[config.mk]
export PLATFORM = sky130hd
export DESIGN_NAME = mouse_report_event_decoder
export DESIGN_NICKNAME = d
export VERILOG_FILES = /design/src/rtl/mred_pkg.sv /design/src/rtl/mred_div.sv /design/src/rtl/mouse_report_event_decoder.sv
export SDC_FILE = /design/constraint.sdc
export NUM_CORES = 1
export LEC_CHECK = 0
export BUFFER_PORTS_ARGS = -buffer_cell sky130_fd_sc_hd__buf_4
export CORE_MARGIN = 3
export CORE_UTILIZATION = 41
export DETAILED_ROUTE_END_ITERATION = 10
export PLACE_DENSITY = 0.6
export SYNTH_ARGS = -nofsm -noshare
export SYNTH_HDL_FRONTEND = slang
export SYNTH_HIERARCHICAL = 1
export SYNTH_SLANG_ARGS = --single-unit
[constraint.sdc]
create_clock -name clk -period 6.7 [get_ports clk]
set_input_delay 0.335 -clock clk [delete_from_list [all_inputs] [get_ports clk]]
set_output_delay 0.335 -clock clk [all_outputs]
set_load 0.01 [all_outputs]
[src/rtl/mred_pkg.sv]
// Package for the mouse report event decoder.
// Holds event codes, field widths and the divider handshake type; depends on nothing.

package mred_pkg;

	localparam int TIME_W    = 64;
	localparam int TPM_W     = 32;
	localparam int MAXMS_W   = 16;
	localparam int MOTION_W  = 8;
	localparam int NUM_BTN   = 3;
	localparam int KIND_W    = 3;
	localparam int BTN_IDX_W = 2;
	localparam int CFG_IDX_W = 2;
	localparam int CFG_DATA_W = 32;

	localparam logic [MAXMS_W-1:0] MAXMS_RESET = MAXMS_W'(400);
	localparam logic [TPM_W-1:0]   TPM_RESET   = TPM_W'(1000000);

	localparam logic [KIND_W-1:0] EV_MOVE  = 3'd0;
	localparam logic [KIND_W-1:0] EV_WHEEL = 3'd1;
	localparam logic [KIND_W-1:0] EV_DOWN  = 3'd2;
	localparam logic [KIND_W-1:0] EV_UP    = 3'd3;
	localparam logic [KIND_W-1:0] EV_DBL   = 3'd4;

	localparam logic [CFG_IDX_W-1:0] REG_MAX_DBLCLK_MS = 2'd0;
	localparam logic [CFG_IDX_W-1:0] REG_TICKS_PER_MS  = 2'd1;

	typedef struct packed {
		logic busy;
		logic done;
	} div_stat_t;

endpackage

[src/rtl/mred_div.sv]
// Restoring divider for the press interval: one quotient bit per cycle.
// Depends on mred_pkg for the operand widths and the status struct.

module mred_div
	import mred_pkg::*;
(
	input  logic              clk,
	input  logic              arst_n,
	input  logic              start,
	input  logic [TIME_W-1:0] dividend,
	input  logic [TPM_W-1:0]  divisor,
	output div_stat_t         stat,
	output logic [TIME_W-1:0] quotient
);

	localparam int CNT_W = $clog2(TIME_W);

	logic              busy_q;
	logic              done_q;
	logic [CNT_W-1:0]  cnt_q;
	logic [TIME_W-1:0] work_q;
	logic [TPM_W-1:0]  rem_q;
	logic [TPM_W-1:0]  dvs_q;
	logic [TPM_W:0]    trial;
	logic              fits;

	// The dividend shifts out at the top while quotient bits shift in at the bottom.
	assign trial = {rem_q, work_q[TIME_W-1]};
	assign fits  = trial >= {1'b0, dvs_q};

	always_ff @(posedge clk or negedge arst_n) begin
		if (!arst_n) begin
			busy_q <= 1'b0;
			done_q <= 1'b0;
			cnt_q  <= '0;
		end else begin
			done_q <= 1'b0;
			if (start && !busy_q) begin
				busy_q <= 1'b1;
				cnt_q  <= '0;
			end else if (busy_q) begin
				cnt_q <= cnt_q + 1'b1;
				if (cnt_q == CNT_W'(TIME_W - 1)) begin
					busy_q <= 1'b0;
					done_q <= 1'b1;
				end
			end
		end
	end

	always_ff @(posedge clk) begin
		if (start && !busy_q) begin
			work_q <= dividend;
			rem_q  <= '0;
			dvs_q  <= divisor;
		end else if (busy_q) begin
			work_q <= {work_q[TIME_W-2:0], fits};
			rem_q  <= fits ? TPM_W'(trial - {1'b0, dvs_q}) : trial[TPM_W-1:0];
		end
	end

	assign stat.busy = busy_q;
	assign stat.done = done_q;
	assign quotient  = work_q;

endmodule

[src/rtl/mouse_report_event_decoder.sv]
// Top level of the mouse report event decoder: sequencer, button state and result register.
// Depends on mred_pkg and instantiates the interval divider mred_div.

// Each accepted report is expanded into up to five events, in the order move, wheel, then one
// event for each of the left, right and middle buttons whose bit changed since the previous
// report; the final event of a report carries tlast. A report is held while its events are
// produced one at a time, and s_axis_tready stays low until the last of them has been placed in
// the output register. A press of an armed button in a report without motion additionally runs
// the shared restoring divider, which produces one quotient bit per cycle, to find the press
// interval in milliseconds. The output register lets the next report be accepted while the
// final event of the previous one still waits on m_axis_tready. Configuration writes are always
// taken; they must only be issued while no report is in flight. A zero tick rate makes every
// interval too long, so no double click is then detected.

module mouse_report_event_decoder
	import mred_pkg::*;
(
	input  logic                  clk,
	input  logic                  arst_n,
	// Configuration write channel.
	input  logic                  cfg_valid,
	output logic                  cfg_ready,
	input  logic [CFG_IDX_W-1:0]  cfg_index,
	input  logic [CFG_DATA_W-1:0] cfg_data,
	// Report stream.
	input  logic                  s_axis_tvalid,
	output logic                  s_axis_tready,
	// From bit 0: time_ticks[63:0], buttons[66:64], dx[74:67], dy[82:75], dz[90:83], zero pad.
	input  logic [95:0]           s_axis_tdata,
	// Event stream.
	output logic                  m_axis_tvalid,
	input  logic                  m_axis_tready,
	// From bit 0: move_x[7:0], move_y[15:8], wheel[23:16].
	output logic [23:0]           m_axis_tdata,
	// From bit 0: event_kind[2:0], which_button[4:3].
	output logic [4:0]            m_axis_tuser,
	output logic                  m_axis_tlast
);

	localparam logic [1:0] ST_IDLE = 2'd0;
	localparam logic [1:0] ST_EMIT = 2'd1;
	localparam logic [1:0] ST_DIV  = 2'd2;

	// Pending event slots, lowest first.
	localparam int SLOT_MOVE  = 0;
	localparam int SLOT_WHEEL = 1;
	localparam int SLOT_BTN0  = 2;
	localparam int NUM_SLOT   = SLOT_BTN0 + NUM_BTN;

	// Configuration registers.
	logic [MAXMS_W-1:0] max_ms_q;
	logic [TPM_W-1:0]   tpm_q;

	// Persistent button state.
	logic [NUM_BTN-1:0] prev_btn_q;
	logic [NUM_BTN-1:0] armed_q;
	logic [TIME_W-1:0]  press_time_q [NUM_BTN];

	// The report being worked on.
	logic [1:0]          state_q;
	logic [NUM_SLOT-1:0] pend_q;
	logic [TIME_W-1:0]   now_q;
	logic [NUM_BTN-1:0]  btn_q;
	logic [MOTION_W-1:0] dx_q;
	logic [MOTION_W-1:0] dy_q;
	logic [MOTION_W-1:0] dz_q;
	logic                still_q;
	logic                chk_q;
	logic                dbl_q;

	// Output register.
	logic                m_valid_q;
	logic [KIND_W-1:0]   kind_q;
	logic [BTN_IDX_W-1:0] which_q;
	logic [MOTION_W-1:0] mx_q;
	logic [MOTION_W-1:0] my_q;
	logic [MOTION_W-1:0] wh_q;
	logic                last_q;

	// Input field views.
	logic [TIME_W-1:0]   in_time;
	logic [NUM_BTN-1:0]  in_btn;
	logic [MOTION_W-1:0] in_dx;
	logic [MOTION_W-1:0] in_dy;
	logic [MOTION_W-1:0] in_dz;

	// Sequencer decode.
	logic                 in_acc;
	logic                 slot_btn;
	logic                 slot_move;
	logic [BTN_IDX_W-1:0] btn_idx;
	logic [NUM_SLOT-1:0]  slot_oh;
	logic [NUM_SLOT-1:0]  pend_next;
	logic                 press;
	logic                 candidate;
	logic                 need_div;
	logic                 dbl;
	logic                 out_free;
	logic                 emit;
	logic                 div_start;
	logic [KIND_W-1:0]    ev_kind;

	// Divider.
	div_stat_t         div_stat;
	logic [TIME_W-1:0] div_quot;
	logic [TIME_W-1:0] interval;
	logic              in_window;

	assign in_time = s_axis_tdata[63:0];
	assign in_btn  = s_axis_tdata[66:64];
	assign in_dx   = s_axis_tdata[74:67];
	assign in_dy   = s_axis_tdata[82:75];
	assign in_dz   = s_axis_tdata[90:83];

	assign cfg_ready     = 1'b1;
	assign s_axis_tready = (state_q == ST_IDLE);
	assign in_acc        = s_axis_tvalid && s_axis_tready;

	always_ff @(posedge clk or negedge arst_n) begin
		if (!arst_n) begin
			max_ms_q <= MAXMS_RESET;
			tpm_q    <= TPM_RESET;
		end else if (cfg_valid && cfg_ready) begin
			if (cfg_index == REG_MAX_DBLCLK_MS) begin
				max_ms_q <= cfg_data[MAXMS_W-1:0];
			end else if (cfg_index == REG_TICKS_PER_MS) begin
				tpm_q <= cfg_data[TPM_W-1:0];
			end
		end
	end

	// The lowest pending slot is served first, which gives the required event order.
	always_comb begin
		slot_oh = '0;
		priority if (pend_q[SLOT_MOVE]) begin
			slot_oh[SLOT_MOVE] = 1'b1;
		end else if (pend_q[SLOT_WHEEL]) begin
			slot_oh[SLOT_WHEEL] = 1'b1;
		end else if (pend_q[SLOT_BTN0]) begin
			slot_oh[SLOT_BTN0] = 1'b1;
		end else if (pend_q[SLOT_BTN0 + 1]) begin
			slot_oh[SLOT_BTN0 + 1] = 1'b1;
		end else if (pend_q[SLOT_BTN0 + 2]) begin
			slot_oh[SLOT_BTN0 + 2] = 1'b1;
		end else begin
			slot_oh = '0;
		end
	end

	always_comb begin
		btn_idx = '0;
		for (int i = 0; i < NUM_BTN; i++) begin
			if (slot_oh[SLOT_BTN0 + i]) begin
				btn_idx = BTN_IDX_W'(i);
			end
		end
	end

	assign slot_move = slot_oh[SLOT_MOVE];
	assign slot_btn  = |slot_oh[NUM_SLOT-1:SLOT_BTN0];
	assign pend_next = pend_q & ~slot_oh;
	assign press     = btn_q[btn_idx];
	assign candidate = slot_btn && press && armed_q[btn_idx] && still_q;
	assign need_div  = candidate && !chk_q;
	assign dbl       = candidate && chk_q && dbl_q;
	assign out_free  = !m_valid_q || m_axis_tready;
	assign emit      = (state_q == ST_EMIT) && (pend_q != '0) && !need_div && out_free;
	assign div_start = (state_q == ST_EMIT) && (pend_q != '0) && need_div;

	always_comb begin
		if (slot_move) begin
			ev_kind = EV_MOVE;
		end else if (!slot_btn) begin
			ev_kind = EV_WHEEL;
		end else if (!press) begin
			ev_kind = EV_UP;
		end else if (dbl) begin
			ev_kind = EV_DBL;
		end else begin
			ev_kind = EV_DOWN;
		end
	end

	// Interval since the arming press, wrapping modulo the timestamp range.
	assign interval  = now_q - press_time_q[btn_idx];
	assign in_window = (div_quot[TIME_W-1:MAXMS_W] == '0) &&
		(div_quot[MAXMS_W-1:0] <= max_ms_q);

	mred_div u_div (
		.clk      (clk),
		.arst_n   (arst_n),
		.start    (div_start),
		.dividend (interval),
		.divisor  (tpm_q),
		.stat     (div_stat),
		.quotient (div_quot)
	);

	always_ff @(posedge clk or negedge arst_n) begin
		if (!arst_n) begin
			state_q    <= ST_IDLE;
			pend_q     <= '0;
			prev_btn_q <= '0;
			armed_q    <= '0;
			chk_q      <= 1'b0;
		end else begin
			unique case (state_q)
				ST_IDLE: begin
					if (in_acc) begin
						pend_q[SLOT_MOVE]  <= (in_dx != '0) || (in_dy != '0);
						pend_q[SLOT_WHEEL] <= (in_dz != '0);
						pend_q[NUM_SLOT-1:SLOT_BTN0] <= in_btn ^ prev_btn_q;
						prev_btn_q <= in_btn;
						chk_q      <= 1'b0;
						state_q    <= ST_EMIT;
					end
				end
				ST_EMIT: begin
					if (pend_q == '0) begin
						state_q <= ST_IDLE;
					end else if (need_div) begin
						state_q <= ST_DIV;
					end else if (emit) begin
						pend_q <= pend_next;
						chk_q  <= 1'b0;
						if (slot_btn && press) begin
							armed_q[btn_idx] <= !dbl;
						end
						if (pend_next == '0) begin
							state_q <= ST_IDLE;
						end
					end
				end
				ST_DIV: begin
					if (div_stat.done) begin
						chk_q   <= 1'b1;
						state_q <= ST_EMIT;
					end
				end
				default: begin
					state_q <= ST_IDLE;
				end
			endcase
		end
	end

	always_ff @(posedge clk) begin
		if (in_acc) begin
			now_q   <= in_time;
			btn_q   <= in_btn;
			dx_q    <= in_dx;
			dy_q    <= in_dy;
			dz_q    <= in_dz;
			still_q <= (in_dx == '0) && (in_dy == '0);
		end
		if (state_q == ST_DIV && div_stat.done) begin
			dbl_q <= in_window;
		end
		// A press that is not a double click re-arms and records its time.
		if (emit && slot_btn && press && !dbl) begin
			press_time_q[btn_idx] <= now_q;
		end
	end

	always_ff @(posedge clk or negedge arst_n) begin
		if (!arst_n) begin
			m_valid_q <= 1'b0;
		end else if (emit) begin
			m_valid_q <= 1'b1;
		end else if (m_axis_tready) begin
			m_valid_q <= 1'b0;
		end
	end

	always_ff @(posedge clk) begin
		if (emit) begin
			kind_q  <= ev_kind;
			which_q <= slot_btn ? btn_idx : '0;
			mx_q    <= slot_move ? dx_q : '0;
			my_q    <= slot_move ? dy_q : '0;
			wh_q    <= (!slot_move && !slot_btn) ? dz_q : '0;
			last_q  <= (pend_next == '0);
		end
	end

	assign m_axis_tvalid = m_valid_q;
	assign m_axis_tdata  = {wh_q, my_q, mx_q};
	assign m_axis_tuser  = {which_q, kind_q};
	assign m_axis_tlast  = last_q;

endmodule

# Yosys cells after proc, flatten, opt, wreduce, memory -nomap -nowiden

Memory sizes are Yosys's and may differ from the RTL's.
Index checks and enable logic that the tools add are counted.

Add/subtract/negate cells: 3
$lt $le $gt $ge: 4
Eq/ne operators: 11
Muxes and demuxes: 54
Bitwise operators: 8
Reductions and logical operators: 54

Operators with widths:

| kind                                                           | number |
|---|---|
| 64-bit 2-to-1 mux                                              | 2 |
| 64-bit subtractor                                              | 1 |
| 48-bit logical NOT                                             | 1 |
| 33-bit by 32-bit greater-or-equal comparator with 1-bit output | 1 |
| 32-bit 2-to-1 mux                                              | 1 |
| 32-bit subtractor                                              | 1 |
| 1-bit 2-to-1 mux                                               | 26 |
| 8-bit nonzero test                                             | 3 |
| 1-bit logical AND                                              | 20 |
| 5-bit 2-to-1 mux                                               | 4 |
| 2-bit 2-to-1 mux                                               | 9 |
| 16-bit less-or-equal comparator                                | 1 |
| 8-bit logical NOT                                              | 2 |
| 6-bit 2-to-1 mux                                               | 2 |
| 5-bit logical NOT                                              | 2 |
| 5-bit case mux with 2 select lines                             | 1 |
| 5-bit AND reduction                                            | 2 |
| 1-bit logical NOT                                              | 7 |
| 6-bit by 1-bit adder with 6-bit output, second input constant  | 1 |
| 6-bit == test, second input constant                           | 1 |
| 3-bit 2-to-1 mux                                               | 2 |
| 2-bit inequality test, second input constant                   | 3 |
| 2-bit case mux with 3 select lines                             | 1 |
| 6-bit AND reduction                                            | 1 |
| 26 further kinds                                               | 39 |

Bits in registers: 322
Memory bits (writable): 192
Input port bits: 135
Output and inout bits: 33
Logic and storage cells: 164
Memories: 1

Memories:

| name         | words | width | read ports | clocked after Yosys merged registers in | write ports | line                             | source |
|---|---|---|---|---|---|---|---|
| press_time_q | 3     | 64    | 1          | 0                                       | 1           | mouse_report_event_decoder.sv:57 | `logic [TIME_W-1:0] press_time_q [NUM_BTN];` |

# Longest topological paths before layout

Depth after elaboration: 21
Gate-level depth with buffers: 22
Mapped depth without buffers: 19

# Modules after synthesis

Netlist, hierarchy kept.

Modules (own cells, without submodules):

| module                     | times used | cells each | area each (µm²) | seq. area each (µm²) |
|---|---|---|---|---|
| mouse_report_event_decoder | 1          | 1487       | 17890.9         | 11048.1 |
| mred_div                   | 1          | 765        | 7258.2          | 3723.6 |

# Least setup slack after synthesis

No wires, ideal clock.

Path kind: reg2reg
Start point: reg pend_q[1]
End point: mem press_time_q[0][0] (enable)
Setup time: 0.486 ns
Arrival: 5.019 ns
Required time: 6.214 ns
Path slack: 1.195 ns
Cell stages (with the launch flop): 10
Path buffers: 1
Cells stage by stage: dfrtp_1 > buf_2 > nor4_4 > nand2_2 > o2111ai_1 > o21ai_2 > nor2_4 > and2_1 > nand3_1 > nor2_1

Word-level cells in the longest chain between the ends: 18
Elaborated cells between the ends (all ways): 26
Those cells by class: mux (10); reduce/logical (16)

RTL lines:

| what                                       | line                              | source |
|---|---|---|
| start: declaration                         | mouse_report_event_decoder.sv:61  | `logic [NUM_SLOT-1:0] pend_q;` |
| start signal: indexed assignment           | mouse_report_event_decoder.sv:210 | `pend_q[SLOT_MOVE] <= (in_dx != '0) \|\| (in_dy != '0);` |
| start signal: indexed assignment           | mouse_report_event_decoder.sv:211 | `pend_q[SLOT_WHEEL] <= (in_dz != '0);` |
| start signal: indexed assignment           | mouse_report_event_decoder.sv:212 | `pend_q[NUM_SLOT-1:SLOT_BTN0] <= in_btn ^ prev_btn_q;` |
| 3-bit 2-to-1 mux                           | mouse_report_event_decoder.sv:137 | `end else if (pend_q[SLOT_WHEEL]) begin` |
| 4-bit 2-to-1 mux                           | mouse_report_event_decoder.sv:135 | `priority if (pend_q[SLOT_MOVE]) begin` |
| 1-bit 2-to-1 mux                           | mouse_report_event_decoder.sv:153 | `if (slot_oh[SLOT_BTN0 + i]) begin` |
| 2-bit 2-to-1 mux                           | mouse_report_event_decoder.sv:153 |  |
| 1-bit binary-select mux with 2-bit select  | mouse_report_event_decoder.sv:162 | `assign press = btn_q[btn_idx];` |
| 1-bit 2-to-1 mux (implied by the code)     | mouse_report_event_decoder.sv:162 |  |
| 1-bit logical AND (3 in series)            | mouse_report_event_decoder.sv:163 | `assign candidate = slot_btn && press && armed_q[btn_idx] && still_q;` |
| 1-bit logical AND                          | mouse_report_event_decoder.sv:164 | `assign need_div = candidate && !chk_q;` |
| 1-bit logical NOT                          | mouse_report_event_decoder.sv:167 | `assign emit = (state_q == ST_EMIT) && (pend_q != '0) && !need_div && out_free;` |
| 1-bit logical AND (*) (2 in series)        | mouse_report_event_decoder.sv:167 |  |
| via emit                                   | mouse_report_event_decoder.sv:99  | `logic emit;` |
| 1-bit logical AND (*) (3 in series)        | mouse_report_event_decoder.sv:260 | `if (emit && slot_btn && press && !dbl) begin` |
| 1-bit 2-to-1 mux (*)                       | mouse_report_event_decoder.sv:260 |  |
| 1-bit 2-to-1 mux (implied by the code) (*) | mouse_report_event_decoder.sv:261 | `press_time_q[btn_idx] <= now_q;` |
| end: declaration                           | mouse_report_event_decoder.sv:57  |  |

Mark *: on every way through the listed nets, which the timed path passes. The rest lies on a longest branch. The select of a mux whose other input is x is not followed.

# Worst setup path after layout

Start point: reg pend_q[0]
End point: reg u_div.work_q[62], in the netlist u_div/quotient[62] (data pin)

Elaborated cells between the ends (all ways): 19
Those cells by class: add/sub (1); mux (8); reduce/logical (9); memory (1)

RTL lines:

| what                       | line                              | source |
|---|---|---|
| 4-bit 2-to-1 mux (*)       | mouse_report_event_decoder.sv:135 |  |
| 1-bit 2-to-1 mux           | mouse_report_event_decoder.sv:153 |  |
| 2-bit 2-to-1 mux (*)       | mouse_report_event_decoder.sv:153 |  |
| memory read 3 x 64 bit (*) | -                                 |  |
| 64-bit subtractor (*)      | mouse_report_event_decoder.sv:185 | `assign interval = now_q - press_time_q[btn_idx];` |
| via interval[62]           | mouse_report_event_decoder.sv:106 | `logic [TIME_W-1:0] interval;` |
| 64-bit 2-to-1 mux (*)      | mred_div.sv:52                    | `if (start && !busy_q) begin` |
| end signal: assignment     | mred_div.sv:53                    | `work_q <= dividend;` |
| end signal: assignment     | mred_div.sv:57                    | `work_q <= {work_q[TIME_W-2:0], fits};` |
| end: declaration           | mred_div.sv:21                    | `logic [TIME_W-1:0] work_q;` |

Marks and branches as above.
A chain may end at the register's enable or synchronous reset.

==> run_summary.xml <==
<?xml version="1.0" encoding="UTF-8"?>
<metrics>
  <group name="timing">
    <metric name="setup_tns" unit="ns">0</metric>
    <metric name="layout_setup_ws" unit="ns">1.47</metric>
    <metric name="rsz_0062_raised_after_global_routing" unit="">false</metric>
    <metric name="fmax" unit="GHz">0.191</metric>
    <metric name="maxSlewViolCount" unit="">0</metric>
    <metric name="hold_violation_total_from_the_final_report" unit="">0</metric>
    <metric name="worst_clock_skew" unit="ns">0.0204</metric>
    <metric name="worst_pin_slew" unit="ns">0.975</metric>
    <metric name="share_of_the_clock_period_used_by_the_worst_path_after_layout" unit="%">78.0</metric>
    <metric name="slew_headroom" unit="%">35.0</metric>
    <metric name="final_min_period" unit="ns">5.23</metric>
    <metric name="final-setup-viol-count" unit="">0</metric>
  </group>
  <group name="detailed_routing">
    <metric name="wire_per_inst" unit="um">17.0</metric>
    <metric name="ant_nets" unit="">0</metric>
    <metric name="first_iter_violations" unit="">1108</metric>
    <metric name="first_pass_iters" unit="">6</metric>
    <metric name="avgViaCountPerCell" unit="">5.24</metric>
    <metric name="routed_wire_length" unit="um">56800</metric>
    <metric name="routed-via-count" unit="">17600</metric>
    <metric name="post-route-drc-count" unit="">0</metric>
  </group>
  <group name="global_routing">
    <metric name="number_of_antenna_violations_at_the_first_check_in_global_routing" unit="">2</metric>
    <metric name="global_route.usage.met2" unit="%">29.7</metric>
    <metric name="grt_util_met3" unit="%">2.38</metric>
    <metric name="top_usage_layer_grt" unit="">met2</metric>
    <metric name="use_met1" unit="%">23.5</metric>
    <metric name="grt_first_pass_wirelength" unit="um">92000</metric>
    <metric name="grt.overflow.total" unit="">0</metric>
    <metric name="grt_start_max_net_pins" unit="">74</metric>
    <metric name="grt_pass1_vias" unit="">17600</metric>
    <metric name="gr-usage-all-layers" unit="%">17.6</metric>
  </group>
  <group name="hold_path">
    <metric name="worst_hold_path.num_cells" unit="">3</metric>
    <metric name="hold_path.class" unit="">primary input to flip-flop</metric>
  </group>
  <group name="yosys">
    <metric name="synth_nets" unit="">2500</metric>
    <metric name="synth.yosys.warnings" unit="">6</metric>
    <metric name="synthesis.area_per_instance" unit="um^2">11.2</metric>
    <metric name="summed_instance_area_of_the_synthesized_netlist" unit="um^2">25100</metric>
    <metric name="syn-instance-count" unit="">2251</metric>
  </group>
  <group name="clocking">
    <metric name="clkLatencyLatePin" unit="ns">0.60</metric>
    <metric name="numClockSinks" unit="">514</metric>
    <metric name="clock-root-buffer" unit="">clkbuf_16</metric>
    <metric name="post-cts-setup-buffer-count" unit="">0</metric>
    <metric name="cts_resized" unit="">0</metric>
    <metric name="cts-buffers-inserted" unit="">56</metric>
    <metric name="htree_num_levels" unit="">2</metric>
    <metric name="holdBufCountCts" unit="">125</metric>
    <metric name="cts_tree" unit="">built</metric>
    <metric name="cts-root-to-sink-buffers" unit="">3</metric>
    <metric name="clk_transition_reported_paths" unit="ns">0.06</metric>
  </group>
  <group name="die">
    <metric name="initial_utilization" unit="%">41.6</metric>
    <metric name="design.portCount" unit="">168</metric>
    <metric name="die_w" unit="um">254</metric>
    <metric name="placeable_core_region" unit="um^2">60500</metric>
    <metric name="core.rowCount" unit="">90</metric>
    <metric name="chipHeight" unit="um">254</metric>
    <metric name="die_area" unit="um^2">64300</metric>
  </group>
  <group name="worst_setup_path">
    <metric name="required" unit="ns">7.06</metric>
    <metric name="critPathCaptureType" unit="">flip-flop</metric>
    <metric name="setup.worst_path.start_class" unit="">flip-flop</metric>
    <metric name="worstPathCellList" unit="">nor4_4, nand2_2, clkinv_2, buf_4, a21oi_1, a21oi_1, fa_1, a21o_1, a311o_1, nand2_1, a211oi_1, o21ai_1, a21oi_1, a211oi_1, o21a_1, xnor2_1, nand2_1, nand2_1</metric>
    <metric name="timing.critical_path.slowest_stage_cell" unit="">dfrtp_1</metric>
    <metric name="crit_path_max_incr_delay" unit="ns">0.86</metric>
    <metric name="cp.arrival" unit="ns">5.59</metric>
    <metric name="worst-setup-path-type" unit="">flip-flop to flip-flop</metric>
    <metric name="timing.reg2reg.worst_path_depth" unit="">18</metric>
    <metric name="cp_max_fo" unit="">38</metric>
  </group>
  <group name="pwr">
    <metric name="pwr_density_cell" unit="nW/um^2">416</metric>
    <metric name="p_leak" unit="nW">11.9</metric>
    <metric name="peakVddDrop" unit="mV">0.232</metric>
    <metric name="fin_total_pwr" unit="mW">12.6</metric>
  </group>
  <group name="finish">
    <metric name="final_layout_size_suffix_gt1_share" unit="%">14.9</metric>
    <metric name="design.final.nets" unit="">2768</metric>
    <metric name="layout-area-overhead-vs-synth" unit="%">20.0</metric>
    <metric name="final_non_filler_cells" unit="">3348</metric>
  </group>
  <group name="placed_design">
    <metric name="portBuffers" unit="">161</metric>
    <metric name="worst_setup_slack_post_dpl" unit="ns">1.42</metric>
    <metric name="routabilityCongestion" unit="">0.880</metric>
    <metric name="place.detailed.hpwl" unit="um">39200</metric>
    <metric name="dp.cells" unit="">3118</metric>
  </group>
  <group name="outcome">
    <metric name="status" unit="">completed</metric>
  </group>
  <group name="flow_run">
    <metric name="maxCapViolCount" unit="">0</metric>
  </group>
</metrics>
through the flow:
stage / cell area (um^2) / util (%) / hold slack (ns)
after floorplan: 25100 / - / 0.0394
after global placement: 27100 / 44.8 / 0.426
after detailed placement: 27100 / 44.8 / 0.427
after CTS: 30200 / 49.9 / 0.0450
after global routing: 30200 / 49.9 / 0.0662
final: 30200 / 49.9 / 0.0786
cell type report:
type                       instances  area (um^2)
fill                            5392        30300
sequential                       514        14800
multi-input combinational       1555         9630
timing repair buffer             308         2650
clock buffer                      68         1500
tap                              782          978
clock inverter                    35          323
inverter                          84          319
antenna                            2         5.00
power by group:
part / switching [mW] / internal, mW
Clock: 1.26 / 1.75
Combinational: 2.91 / 1.96
Sequential: 0.383 / 4.29
critical path: cells and delay by family, from the launching register on:
kind                     cells  cell delay, ns
AO/OA/AOI/OAI                9            2.13
buffers and inverters        2            0.89
flip-flops                   1            0.86
AND/OR/NAND/NOR              5            0.58
adder cells (fa/ha/maj)      1            0.45
XOR/XNOR                     1            0.06
cell usage in the layout (no fill, tap or decap), types with 32 or more instances in the layout:
master and n:
nand2_1 445, o21ai_0 89, dfrtp_1 61, dlygate4sd3_1 125, xor2_1 32, a21oi_1 248, xnor2_1 58, mux2_2 37
nand4_1 33, inv_1 78, edfxtp_1 411, a21o_1 59, clkbuf_16 56, buf_4 181, dfxtp_1 32, ha_1 112
nor2_1 83
path summary, 6_finish.rpt:
check                               from                  to  slack (ns)
setup / recovery               pend_q[0]  u_div/quotient[62]        1.47
hold / removal             s_axis_tvalid          state_q[0]        0.08
setup reg to reg               pend_q[0]  u_div/quotient[62]        1.47
hold reg to reg                tpm_q[10]     u_div/dvs_q[10]        0.44
max in group asynchronous         arst_n        max_ms_q[11]        5.63
min in group asynchronous         arst_n           tpm_q[26]        0.44
routing by layer:
metal	routed length (um)	up-vias
met3	2320	88
met5	0	-
met4	1560	0
met2	27200	343
li1	-	8690
met1	25700	8429
registers in the layout, indices dropped and copies added, names as in the netlist, 2 cells and up:
name / flops
press_time_q: 192
mx_q: 8
armed_q: 3
dx_q: 8
u_div/rem_q: 32
kind_q: 3
btn_q: 3
max_ms_q: 16
tpm_q: 32
u_div/quotient: 64
which_q: 2
now_q: 64
u_div/cnt_q: 6
my_q: 8
pend_q: 5
u_div/dvs_q: 32
dy_q: 8
prev_btn_q: 3
wh_q: 8
dz_q: 8
state_q: 2
Note: power is estimated with default switching activity, not from simulation.
